==> src/gsol_pkg.sv <==
// ----------------------------------------------------------------------------
// gsol_pkg
// Shared types, constants, the Q1.14 sine table and the sequencer program
// of the gimbal scan obstacle locator.
// ----------------------------------------------------------------------------
package gsol_pkg;

    // configuration register indexes
    localparam logic [2:0] REG_HOR_MIN        = 3'd0;
    localparam logic [2:0] REG_HOR_MAX        = 3'd1;
    localparam logic [2:0] REG_VER_MIN        = 3'd2;
    localparam logic [2:0] REG_VER_MAX        = 3'd3;
    localparam logic [2:0] REG_ANGLE_STEP     = 3'd4;
    localparam logic [2:0] REG_NEAR_THRESHOLD = 3'd5;

    // register reset values
    localparam logic [7:0]  HOR_MIN_RST   = 8'd0;
    localparam logic [7:0]  HOR_MAX_RST   = 8'd180;
    localparam logic [7:0]  VER_MIN_RST   = 8'd0;
    localparam logic [7:0]  VER_MAX_RST   = 8'd180;
    localparam logic [6:0]  STEP_RST      = 7'd5;
    localparam logic [14:0] THRESHOLD_RST = 15'd1600;

    // echo time to 1/16 cm: (t * RANGE_SCALE) >> RANGE_SHIFT
    localparam logic signed [15:0] RANGE_SCALE = 16'sd1114;
    localparam int unsigned        RANGE_SHIFT = 12;
    localparam logic [7:0]         HALF_TURN   = 8'd180;
    localparam logic [7:0]         QUARTER     = 8'd90;

    // sequencer step addresses
    localparam logic [2:0] STEP_IDLE  = 3'd0;
    localparam logic [2:0] STEP_RANGE = 3'd1;
    localparam logic [2:0] STEP_Z     = 3'd2;
    localparam logic [2:0] STEP_PROJ  = 3'd3;
    localparam logic [2:0] STEP_Y     = 3'd4;
    localparam logic [2:0] STEP_X     = 3'd5;
    localparam logic [2:0] STEP_DONE  = 3'd6;

    // round(16384 * sin(deg)) for 0..90 degrees
    localparam logic [14:0] SIN_Q14 [0:90] = '{
        15'd0,     15'd286,   15'd572,   15'd857,   15'd1143,
        15'd1428,  15'd1713,  15'd1997,  15'd2280,  15'd2563,
        15'd2845,  15'd3126,  15'd3406,  15'd3686,  15'd3964,
        15'd4240,  15'd4516,  15'd4790,  15'd5063,  15'd5334,
        15'd5604,  15'd5872,  15'd6138,  15'd6402,  15'd6664,
        15'd6924,  15'd7182,  15'd7438,  15'd7692,  15'd7943,
        15'd8192,  15'd8438,  15'd8682,  15'd8923,  15'd9162,
        15'd9397,  15'd9630,  15'd9860,  15'd10087, 15'd10311,
        15'd10531, 15'd10749, 15'd10963, 15'd11174, 15'd11381,
        15'd11585, 15'd11786, 15'd11982, 15'd12176, 15'd12365,
        15'd12551, 15'd12733, 15'd12911, 15'd13085, 15'd13255,
        15'd13421, 15'd13583, 15'd13741, 15'd13894, 15'd14044,
        15'd14189, 15'd14330, 15'd14466, 15'd14598, 15'd14726,
        15'd14849, 15'd14968, 15'd15082, 15'd15191, 15'd15296,
        15'd15396, 15'd15491, 15'd15582, 15'd15668, 15'd15749,
        15'd15826, 15'd15897, 15'd15964, 15'd16026, 15'd16083,
        15'd16135, 15'd16182, 15'd16225, 15'd16262, 15'd16294,
        15'd16322, 15'd16344, 15'd16362, 15'd16374, 15'd16382,
        15'd16384
    };

    typedef struct packed {
        logic signed [15:0] s;
        logic signed [15:0] c;
    } trig_t;

    // multiplier operand selects and result destinations
    typedef enum logic [1:0] {
        OPA_ECHO,
        OPA_RANGE,
        OPA_PROJ
    } opa_t;

    typedef enum logic [2:0] {
        OPB_SCALE,
        OPB_COS_VER,
        OPB_SIN_VER,
        OPB_SIN_HOR,
        OPB_COS_HOR
    } opb_t;

    typedef enum logic [2:0] {
        DST_NONE,
        DST_RANGE,
        DST_Z,
        DST_PROJ,
        DST_Y,
        DST_X
    } dst_t;

    // condition that lets the sequencer leave a step
    typedef enum logic [1:0] {
        COND_ALWAYS,
        COND_IN_BEAT,
        COND_OUT_FREE
    } cond_t;

    typedef struct packed {
        cond_t      cond;
        logic       jump;
        logic [2:0] target;
        logic       load_trig;
        opa_t       opa;
        opb_t       opb;
        dst_t       dst;
        logic       finish;
    } uop_t;

    // sine and cosine of a whole-degree angle, angles above 180 mirrored
    function automatic trig_t trig(input logic [7:0] a);
        logic        neg;
        logic [7:0]  ar;
        logic [7:0]  i_s;
        logic [7:0]  i_c;
        logic        c_neg;
        logic signed [15:0] s;
        logic signed [15:0] c;
        trig_t       r;
        neg = (a > HALF_TURN);
        ar  = neg ? (a - HALF_TURN) : a;
        if (ar <= QUARTER)
        begin
            i_s   = ar;
            i_c   = QUARTER - ar;
            c_neg = 1'b0;
        end
        else
        begin
            i_s   = HALF_TURN - ar;
            i_c   = ar - QUARTER;
            c_neg = 1'b1;
        end
        s = signed'({1'b0, SIN_Q14[i_s[6:0]]});
        c = signed'({1'b0, SIN_Q14[i_c[6:0]]});
        if (c_neg)
        begin
            c = -c;
        end
        if (neg)
        begin
            s = -s;
            c = -c;
        end
        r.s = s;
        r.c = c;
        return r;
    endfunction

    // control store: one word per step
    function automatic uop_t ucode(input logic [2:0] pc);
        uop_t u;
        u = '{cond: COND_ALWAYS, jump: 1'b0, target: STEP_IDLE, load_trig: 1'b0,
              opa: OPA_ECHO, opb: OPB_SCALE, dst: DST_NONE, finish: 1'b0};
        unique case (pc)
            STEP_IDLE:
            begin
                u.cond = COND_IN_BEAT;
            end
            STEP_RANGE:
            begin
                u.load_trig = 1'b1;
                u.opa       = OPA_ECHO;
                u.opb       = OPB_SCALE;
                u.dst       = DST_RANGE;
            end
            STEP_Z:
            begin
                u.opa = OPA_RANGE;
                u.opb = OPB_COS_VER;
                u.dst = DST_Z;
            end
            STEP_PROJ:
            begin
                u.opa = OPA_RANGE;
                u.opb = OPB_SIN_VER;
                u.dst = DST_PROJ;
            end
            STEP_Y:
            begin
                u.opa = OPA_PROJ;
                u.opb = OPB_SIN_HOR;
                u.dst = DST_Y;
            end
            STEP_X:
            begin
                u.opa = OPA_PROJ;
                u.opb = OPB_COS_HOR;
                u.dst = DST_X;
            end
            STEP_DONE:
            begin
                u.cond   = COND_OUT_FREE;
                u.jump   = 1'b1;
                u.target = STEP_IDLE;
                u.finish = 1'b1;
            end
            default:
            begin
                u.jump   = 1'b1;
                u.target = STEP_IDLE;
            end
        endcase
        return u;
    endfunction

endpackage

==> src/gimbal_scan_obstacle_locator_unit.sv <==
// ----------------------------------------------------------------------------
// gimbal_scan_obstacle_locator_unit
// Turns one ultrasonic echo time per gimbal point into range, x/y/z parts
// and near flags, and keeps the two-axis sweep position.
// ----------------------------------------------------------------------------
// Usage:
//   Input channel (in_valid / in_stall) carries one echo_time_us per beat.
//   Output channel (out_valid / out_stall) carries one result per input
//   beat: the angles of the point, the range, the three components, their
//   near flags and sweep_end on the last point of a full sweep.
//   Config port: cfg_write with cfg_index / cfg_data, written while idle;
//   any write restarts the sweep at the lower limits.
// Timing:
//   A microcoded sequencer runs seven steps per item over one shared
//   17x16 multiplier: wait, range, z, projection, y, x, finish. The result
//   is registered in the finish step and the next item is taken in the
//   wait step after it, so items go through the sequencer one at a time.
//   The output register frees the sequencer, which can take the next
//   input while a result still waits; a stalled result holds the finish
//   step until it is taken.
// Reset:
//   Registers take their default values, the sweep restarts at the lower
//   limits and both channels are empty.
// ----------------------------------------------------------------------------
module gimbal_scan_obstacle_locator_unit
(
    input  logic               clk,
    input  logic               rst_n,

    input  logic               cfg_write,
    input  logic [2:0]         cfg_index,
    input  logic [14:0]        cfg_data,

    input  logic               in_valid,
    output logic               in_stall,
    input  logic [15:0]        echo_time_us,

    output logic               out_valid,
    input  logic               out_stall,
    output logic [7:0]         hor_angle,
    output logic [7:0]         ver_angle,
    output logic [14:0]        range_sixteenths,
    output logic signed [15:0] x_part,
    output logic signed [15:0] y_part,
    output logic signed [15:0] z_part,
    output logic               x_near,
    output logic               y_near,
    output logic               z_near,
    output logic               sweep_end
);

    // configuration and control state
    logic [7:0]  hor_min_reg;
    logic [7:0]  hor_max_reg;
    logic [7:0]  ver_min_reg;
    logic [7:0]  ver_max_reg;
    logic [6:0]  step_reg;
    logic [14:0] thr_reg;
    logic        running_reg;
    logic [2:0]  pc_reg;
    logic [2:0]  pc_next;
    logic        out_valid_reg;

    // datapath registers
    logic [15:0]        echo_reg;
    logic [7:0]         cur_hor_reg;
    logic [7:0]         cur_ver_reg;
    logic [7:0]         cur_hor_next;
    logic [7:0]         cur_ver_next;
    gsol_pkg::trig_t    ver_trig_reg;
    gsol_pkg::trig_t    hor_trig_reg;
    logic [14:0]        range_reg;
    logic signed [15:0] z_reg;
    logic signed [15:0] proj_reg;
    logic signed [15:0] y_reg;
    logic signed [15:0] x_reg;

    // output register
    logic [7:0]         o_hor_reg;
    logic [7:0]         o_ver_reg;
    logic [14:0]        o_range_reg;
    logic signed [15:0] o_x_reg;
    logic signed [15:0] o_y_reg;
    logic signed [15:0] o_z_reg;
    logic               o_xn_reg;
    logic               o_yn_reg;
    logic               o_zn_reg;
    logic               o_end_reg;

    gsol_pkg::uop_t     uop;
    logic               in_beat;
    logic               out_beat;
    logic               proceed;
    logic               do_finish;
    logic signed [16:0] mul_a;
    logic signed [15:0] mul_b;
    logic signed [32:0] prod;
    logic signed [32:0] prod_rnd;
    logic [15:0]        prod_q;
    logic [6:0]         step_eff;
    logic [8:0]         hor_sum;
    logic [8:0]         ver_sum;
    logic               hor_wrap;
    logic               ver_wrap;
    logic signed [16:0] thr_s;
    logic               x_lt;
    logic               y_lt;
    logic               z_lt;

    // control word of the current step
    assign uop      = gsol_pkg::ucode(pc_reg);
    assign in_stall = (uop.cond != gsol_pkg::COND_IN_BEAT);
    assign in_beat  = in_valid && !in_stall;
    assign out_beat = out_valid_reg && !out_stall;

    // step exit condition and next step
    always_comb
    begin
        unique case (uop.cond)
            gsol_pkg::COND_IN_BEAT:  proceed = in_valid;
            gsol_pkg::COND_OUT_FREE: proceed = !out_valid_reg || !out_stall;
            gsol_pkg::COND_ALWAYS:   proceed = 1'b1;
            default:                 proceed = 1'b1;
        endcase
        if (!proceed)
        begin
            pc_next = pc_reg;
        end
        else if (uop.jump)
        begin
            pc_next = uop.target;
        end
        else
        begin
            pc_next = pc_reg + 3'd1;
        end
    end

    assign do_finish = uop.finish && proceed;

    // shared multiplier operands
    always_comb
    begin
        unique case (uop.opa)
            gsol_pkg::OPA_ECHO:  mul_a = signed'({1'b0, echo_reg});
            gsol_pkg::OPA_RANGE: mul_a = signed'({2'b00, range_reg});
            gsol_pkg::OPA_PROJ:  mul_a = {proj_reg[15], proj_reg};
            default:             mul_a = signed'({1'b0, echo_reg});
        endcase
        unique case (uop.opb)
            gsol_pkg::OPB_SCALE:   mul_b = gsol_pkg::RANGE_SCALE;
            gsol_pkg::OPB_COS_VER: mul_b = ver_trig_reg.c;
            gsol_pkg::OPB_SIN_VER: mul_b = ver_trig_reg.s;
            gsol_pkg::OPB_SIN_HOR: mul_b = hor_trig_reg.s;
            gsol_pkg::OPB_COS_HOR: mul_b = hor_trig_reg.c;
            default:               mul_b = gsol_pkg::RANGE_SCALE;
        endcase
    end

    // product and Q1.14 rounding, ties toward plus infinity
    assign prod     = mul_a * mul_b;
    assign prod_rnd = prod + 33'sd8192;
    assign prod_q   = prod_rnd[29:14];

    // sweep stepping
    assign step_eff = (step_reg == 7'd0) ? 7'd1 : step_reg;
    assign hor_sum  = {1'b0, cur_hor_reg} + {2'b00, step_eff};
    assign ver_sum  = {1'b0, cur_ver_reg} + {2'b00, step_eff};
    assign hor_wrap = (hor_min_reg > hor_max_reg) || (hor_sum > {1'b0, hor_max_reg});
    assign ver_wrap = (ver_min_reg > ver_max_reg) || (ver_sum > {1'b0, ver_max_reg});

    always_comb
    begin
        cur_hor_next = cur_hor_reg;
        cur_ver_next = cur_ver_reg;
        if (in_beat && !running_reg)
        begin
            cur_hor_next = hor_min_reg;
            cur_ver_next = ver_min_reg;
        end
        else if (do_finish)
        begin
            cur_hor_next = hor_wrap ? hor_min_reg : hor_sum[7:0];
            if (hor_wrap)
            begin
                cur_ver_next = ver_wrap ? ver_min_reg : ver_sum[7:0];
            end
        end
    end

    // signed compares against the threshold
    assign thr_s = signed'({2'b00, thr_reg});
    assign x_lt  = signed'({x_reg[15], x_reg}) < thr_s;
    assign y_lt  = signed'({y_reg[15], y_reg}) < thr_s;
    assign z_lt  = signed'({z_reg[15], z_reg}) < thr_s;

    // control state, configuration and output valid
    always_ff @(posedge clk or negedge rst_n)
    begin
        if (!rst_n)
        begin
            hor_min_reg   <= gsol_pkg::HOR_MIN_RST;
            hor_max_reg   <= gsol_pkg::HOR_MAX_RST;
            ver_min_reg   <= gsol_pkg::VER_MIN_RST;
            ver_max_reg   <= gsol_pkg::VER_MAX_RST;
            step_reg      <= gsol_pkg::STEP_RST;
            thr_reg       <= gsol_pkg::THRESHOLD_RST;
            running_reg   <= 1'b0;
            pc_reg        <= gsol_pkg::STEP_IDLE;
            out_valid_reg <= 1'b0;
        end
        else
        begin
            pc_reg <= pc_next;
            if (do_finish)
            begin
                out_valid_reg <= 1'b1;
            end
            else if (out_beat)
            begin
                out_valid_reg <= 1'b0;
            end
            if (cfg_write)
            begin
                running_reg <= 1'b0;
                unique case (cfg_index)
                    gsol_pkg::REG_HOR_MIN:        hor_min_reg <= cfg_data[7:0];
                    gsol_pkg::REG_HOR_MAX:        hor_max_reg <= cfg_data[7:0];
                    gsol_pkg::REG_VER_MIN:        ver_min_reg <= cfg_data[7:0];
                    gsol_pkg::REG_VER_MAX:        ver_max_reg <= cfg_data[7:0];
                    gsol_pkg::REG_ANGLE_STEP:     step_reg    <= cfg_data[6:0];
                    gsol_pkg::REG_NEAR_THRESHOLD: thr_reg     <= cfg_data;
                    default:                      ;
                endcase
            end
            else if (in_beat)
            begin
                running_reg <= 1'b1;
            end
        end
    end

    // datapath
    always_ff @(posedge clk)
    begin
        cur_hor_reg <= cur_hor_next;
        cur_ver_reg <= cur_ver_next;
        if (in_beat)
        begin
            echo_reg <= echo_time_us;
        end
        if (uop.load_trig)
        begin
            ver_trig_reg <= gsol_pkg::trig(cur_ver_reg);
            hor_trig_reg <= gsol_pkg::trig(cur_hor_reg);
        end
        unique case (uop.dst)
            gsol_pkg::DST_RANGE: range_reg <= prod[gsol_pkg::RANGE_SHIFT +: 15];
            gsol_pkg::DST_Z:     z_reg     <= prod_q;
            gsol_pkg::DST_PROJ:  proj_reg  <= prod_q;
            gsol_pkg::DST_Y:     y_reg     <= prod_q;
            gsol_pkg::DST_X:     x_reg     <= prod_q;
            gsol_pkg::DST_NONE:  ;
            default:             ;
        endcase
        // result beat, taken before the sweep advances
        if (do_finish)
        begin
            o_hor_reg   <= cur_hor_reg;
            o_ver_reg   <= cur_ver_reg;
            o_range_reg <= range_reg;
            o_x_reg     <= x_reg;
            o_y_reg     <= y_reg;
            o_z_reg     <= z_reg;
            o_xn_reg    <= x_lt;
            o_yn_reg    <= y_lt;
            o_zn_reg    <= z_lt;
            o_end_reg   <= hor_wrap && ver_wrap;
        end
    end

    assign out_valid        = out_valid_reg;
    assign hor_angle        = o_hor_reg;
    assign ver_angle        = o_ver_reg;
    assign range_sixteenths = o_range_reg;
    assign x_part           = o_x_reg;
    assign y_part           = o_y_reg;
    assign z_part           = o_z_reg;
    assign x_near           = o_xn_reg;
    assign y_near           = o_yn_reg;
    assign z_near           = o_zn_reg;
    assign sweep_end        = o_end_reg;

    // an accepted beat always starts the range step next cycle
    a_beat_starts: assert property (@(posedge clk) disable iff (!rst_n)
        in_beat |=> (pc_reg == gsol_pkg::STEP_RANGE))
        else $error("sequencer did not start after input beat");

    // negative components always carry their near flag
    a_neg_flags: assert property (@(posedge clk) disable iff (!rst_n)
        out_valid && (x_part[15] || y_part[15] || z_part[15]) |->
            ((!x_part[15] || x_near) && (!y_part[15] || y_near)
             && (!z_part[15] || z_near)))
        else $error("negative component without near flag");

    // a configuration write restarts the sweep
    a_cfg_restart: assert property (@(posedge clk) disable iff (!rst_n)
        cfg_write |=> !running_reg)
        else $error("sweep still running after configuration write");

    // a pending result is never overwritten while stalled
    a_out_hold: assert property (@(posedge clk) disable iff (!rst_n)
        out_valid_reg && out_stall |-> !do_finish)
        else $error("result overwritten while stalled");

endmodule

==> config.mk <==
export PLATFORM = sky130hd
export DESIGN_NAME = gimbal_scan_obstacle_locator_unit
export DESIGN_NICKNAME = d
export VERILOG_FILES = /design/src/gsol_pkg.sv /design/src/gimbal_scan_obstacle_locator_unit.sv
export SDC_FILE = /design/constraint.sdc
export NUM_CORES = 2
export LEC_CHECK = 0
export BUFFER_PORTS_ARGS = -buffer_cell sky130_fd_sc_hd__buf_2
export CAP_MARGIN = 40
export CORE_ASPECT_RATIO = 0.7
export CORE_MARGIN = 2
export CORE_UTILIZATION = 65
export DETAILED_ROUTE_END_ITERATION = 6
export PLACE_DENSITY = 0.83
export SLEW_MARGIN = 30
export SYNTH_ARGS = -nofsm -noshare
export SYNTH_HDL_FRONTEND = slang
export SYNTH_SLANG_ARGS = --single-unit
==> constraint.sdc <==
create_clock -name clk -period 13.5 [get_ports clk]
set_clock_uncertainty 0.1 [all_clocks]
set_input_delay 3.375 -clock clk [delete_from_list [all_inputs] [get_ports clk]]
set_output_delay 3.375 -clock clk [all_outputs]
set_load 0.02 [all_outputs]
==> results.txt <==
----------------------------------------------------
[Global route]
  Largest net degree at the start of global routing ... 68
  Overall track demand over capacity in global routing ... 39.3%
  Number of antenna violations at the first check in global routing ... 1
  First-pass GRT wire length ... 169 mm
  Via count of the first global-routing pass ... 29.7k
  Global route overflow ... 0

[Place]
  Final HPWL from detailed placement ... 79.8 mm
  Quantity of I/O buffers inserted on ports ... 123
  Cells after DPL ... 4445
  Routability congestion estimate ... 1.03

[Synthesis]
  Post-Syn Area per Cell ... 9.10 µm²
  Gate Count Post-Synth ... 3789
  Dominant synthesized flop cell ... edfxtp_1
  Post-synthesis async set-or-reset flop share ... 18.6%
  EDFF count, synth ... 258
  Post-Synthesis Net Count ... 4305
  FF+latch count, synth ... 317
  Netlist area before placement ... 0.0345 mm²
  Sequential share of the synthesized area ... 26.8%
  Yosys Warn Count ... 0
  Post-synthesis cell type count ... 118

[Clock network]
  Number of gates given a new drive strength after cts ... 0
  TritonCTS clock tree ... built
  Num Clock Sinks ... 317
  CTS hold repair buffers ... 0
  Later-pin clock latency in the skew report ... 0.55 ns
  Number of H-tree levels ... 2
  Post-CTS setup repair buffer count ... 0
  Maximum clock path buffer count ... 3
  Number of CTS-inserted buffers ... 34
  Clock transition at the registers of the reported paths ... 0.06 ns
  Root buffer cell ... clkbuf_16

[Setup path]
  CP Max Fanout ... 20
  Critical path data arrival time ... 11.46 ns
  Required time at the worst-slack endpoint ... 13.72 ns
  Endpoint kind of the worst setup timing path ... register
  Crit Path Category ... reg2reg
  Maximum single-stage delay on the critical path ... 0.66 ns
  Most used cell, CP ... fa_1
  Critical path launch point type ... register
  Highest-delay cell along the critical path ... nor4bb_1

[Route]
  Wire length reported by the detailed router ... 109 mm
  Post-detailed-route DRC marker count ... 13
  Total vias in the final route ... 31.3k
  DR iter-0 viols ... 5130
  Drt pass-1 iters ... 7
  Routed vias/inst ... 6.91
  Average wire length per cell after detail routing ... 24.1 µm
  Number of routed nets with antenna violations ... 0

[Outcome]
  Outcome ... finished, violations left
  Failing checks ... DRC

[Worst hold path]
  Type of the worst min-delay path ... reg2reg

[Layout]
  Most common cell after layout, fill and taps aside ... inv_1
  Signed area change from the synthesized netlist to the final layout ... 6.95%
  Final cell count without fillers ... 4520
  Fraction of layout instances using a drive strength above 1 ... 11.7%
  Commonest cells after routing, fill and taps aside ... 370 x inv_1, 336 x nor2_1, 321 x nand2_1
  Net total in the final layout ... 4325
  Share of the core filled with cells ... 70.6%

[STA]
  Max Clk Rate ... 89.0 MHz
  Final worst-path cycle share ... 83.2%
  Setup TNS ... 0 ns
  Unrepaired setup endpoints after global routing ... no
  Transition at the pin with the smallest max-transition slack ... 0.889 ns
  Hold slack final ... 0.355 ns
  Max transition margin ... 40.4%
  Minimum clock period after layout ... 11.23 ns
  Number of max-slew violations in the final report ... 0
  Number of hold-slack violations in the final timing report ... 0
  Final number of setup-violating endpoints ... 0

[Flow run]
  Maximum Capacitance Violations ... 0

[Floorplanning]
  Horizontal die dimension ... 279 µm
  Core Box Area ... 0.0523 mm²
  Number of top-level pins ... 124
  Total Die Area ... 0.0550 mm²
  Die Y-Extent ... 197 µm
  Initial core utilization ... 66.0%
  FP Rows ... 70

----------------------------------------------------
## area by class of cell
cell class / instances / area [µm²]
well taps: 684 / 856
repair buffers: 216 / 1350
multi-input cells: 2863 / 23000
diodes: 1 / 2.50
flip-flops and latches: 317 / 9240
fillers: 3875 / 15400
clock buffers: 43 / 926
inverters: 377 / 1420
clock inverters: 19 / 153
## cell usage after synthesis (19+ instances only)
library cell	number	area, µm²
clkbuf_1	152	571
and3_1	21	131
a22oi_1	28	210
nor4_1	29	181
xor2_1	45	394
ha_1	223	2790
mux2_2	61	687
inv_1	371	1390
and2_1	28	175
buf_2	41	205
nand2_1	321	1200
edfxtp_1	258	7750
a211oi_1	29	218
a31oi_1	50	313
a311oi_1	22	193
nor3_1	71	355
o21ai_0	209	1050
a221oi_1	24	210
dfrtp_1	46	1150
a21oi_1	196	981
o31ai_1	41	308
nand4_1	38	238
nand3_1	104	521
o311ai_0	22	193
xnor2_1	118	1030
o22ai_1	19	119
nor2b_1	22	138
a21o_1	80	601
nand2b_1	40	250
fa_1	254	5080
o221ai_1	22	193
nor2_1	339	1270
o211ai_1	48	360
## metrics by stage
step	area [µm²]	setup slack, ns
global placement	35600	3.07
CTS	36800	2.49
finish	36900	2.27
detailed placement	35700	2.67
floorplan	34500	3.83
global route	36900	1.42
## critical path: cells and delay by family, from the launching register on
kind	cells	cell delay, ns
xor+xnor	1	0.34
flops	1	0.44
fa+ha+maj	9	4.11
simple gates	12	3.35
buf+inv	6	0.52
compound gates	8	2.17
## final timing paths
kind,start,end,slack (ns),cells after the start
setup reg to reg,pc_reg[0],x_reg[15],2.27,36
max in group asynchronous,rst_n,thr_reg[10],10.06,3
setup / recovery,pc_reg[0],x_reg[15],2.27,36
hold reg to reg,x_reg[12],x_part[12],0.35,0
min in group asynchronous,rst_n,hor_min_reg[4],2.66,2
hold / removal,x_reg[12],x_part[12],0.35,0
## routing by layer
metal  share of wire, %  wire, µm  track usage, %
met3                 16     17400            15.2
met2                 41     44300            55.5
met1                 40     43500            55.8
met5                  0         0               0
met4                3.5      3840            11.9
## cells by family (layout without fill, tap and decap cells)
family / count (synthesis) / in the layout / synth area share, %
AOI/OAI and AO/OA: 1027 / 1027 / 20.8
buffers and inverters: 609 / 655 / 7.11
muxes: 81 / 81 / 2.79
other: 0 / 1 / 0
xor gates and xnor gates: 167 / 167 / 4.35
adders and majority gates: 478 / 478 / 22.9
and+or+nand+nor: 1110 / 1110 / 15.3
DFF: 317 / 317 / 26.8
Power is left out: the tool's default activity adds up to more than one toggle a clock period on the data nets, which glitch-free logic cannot reach.
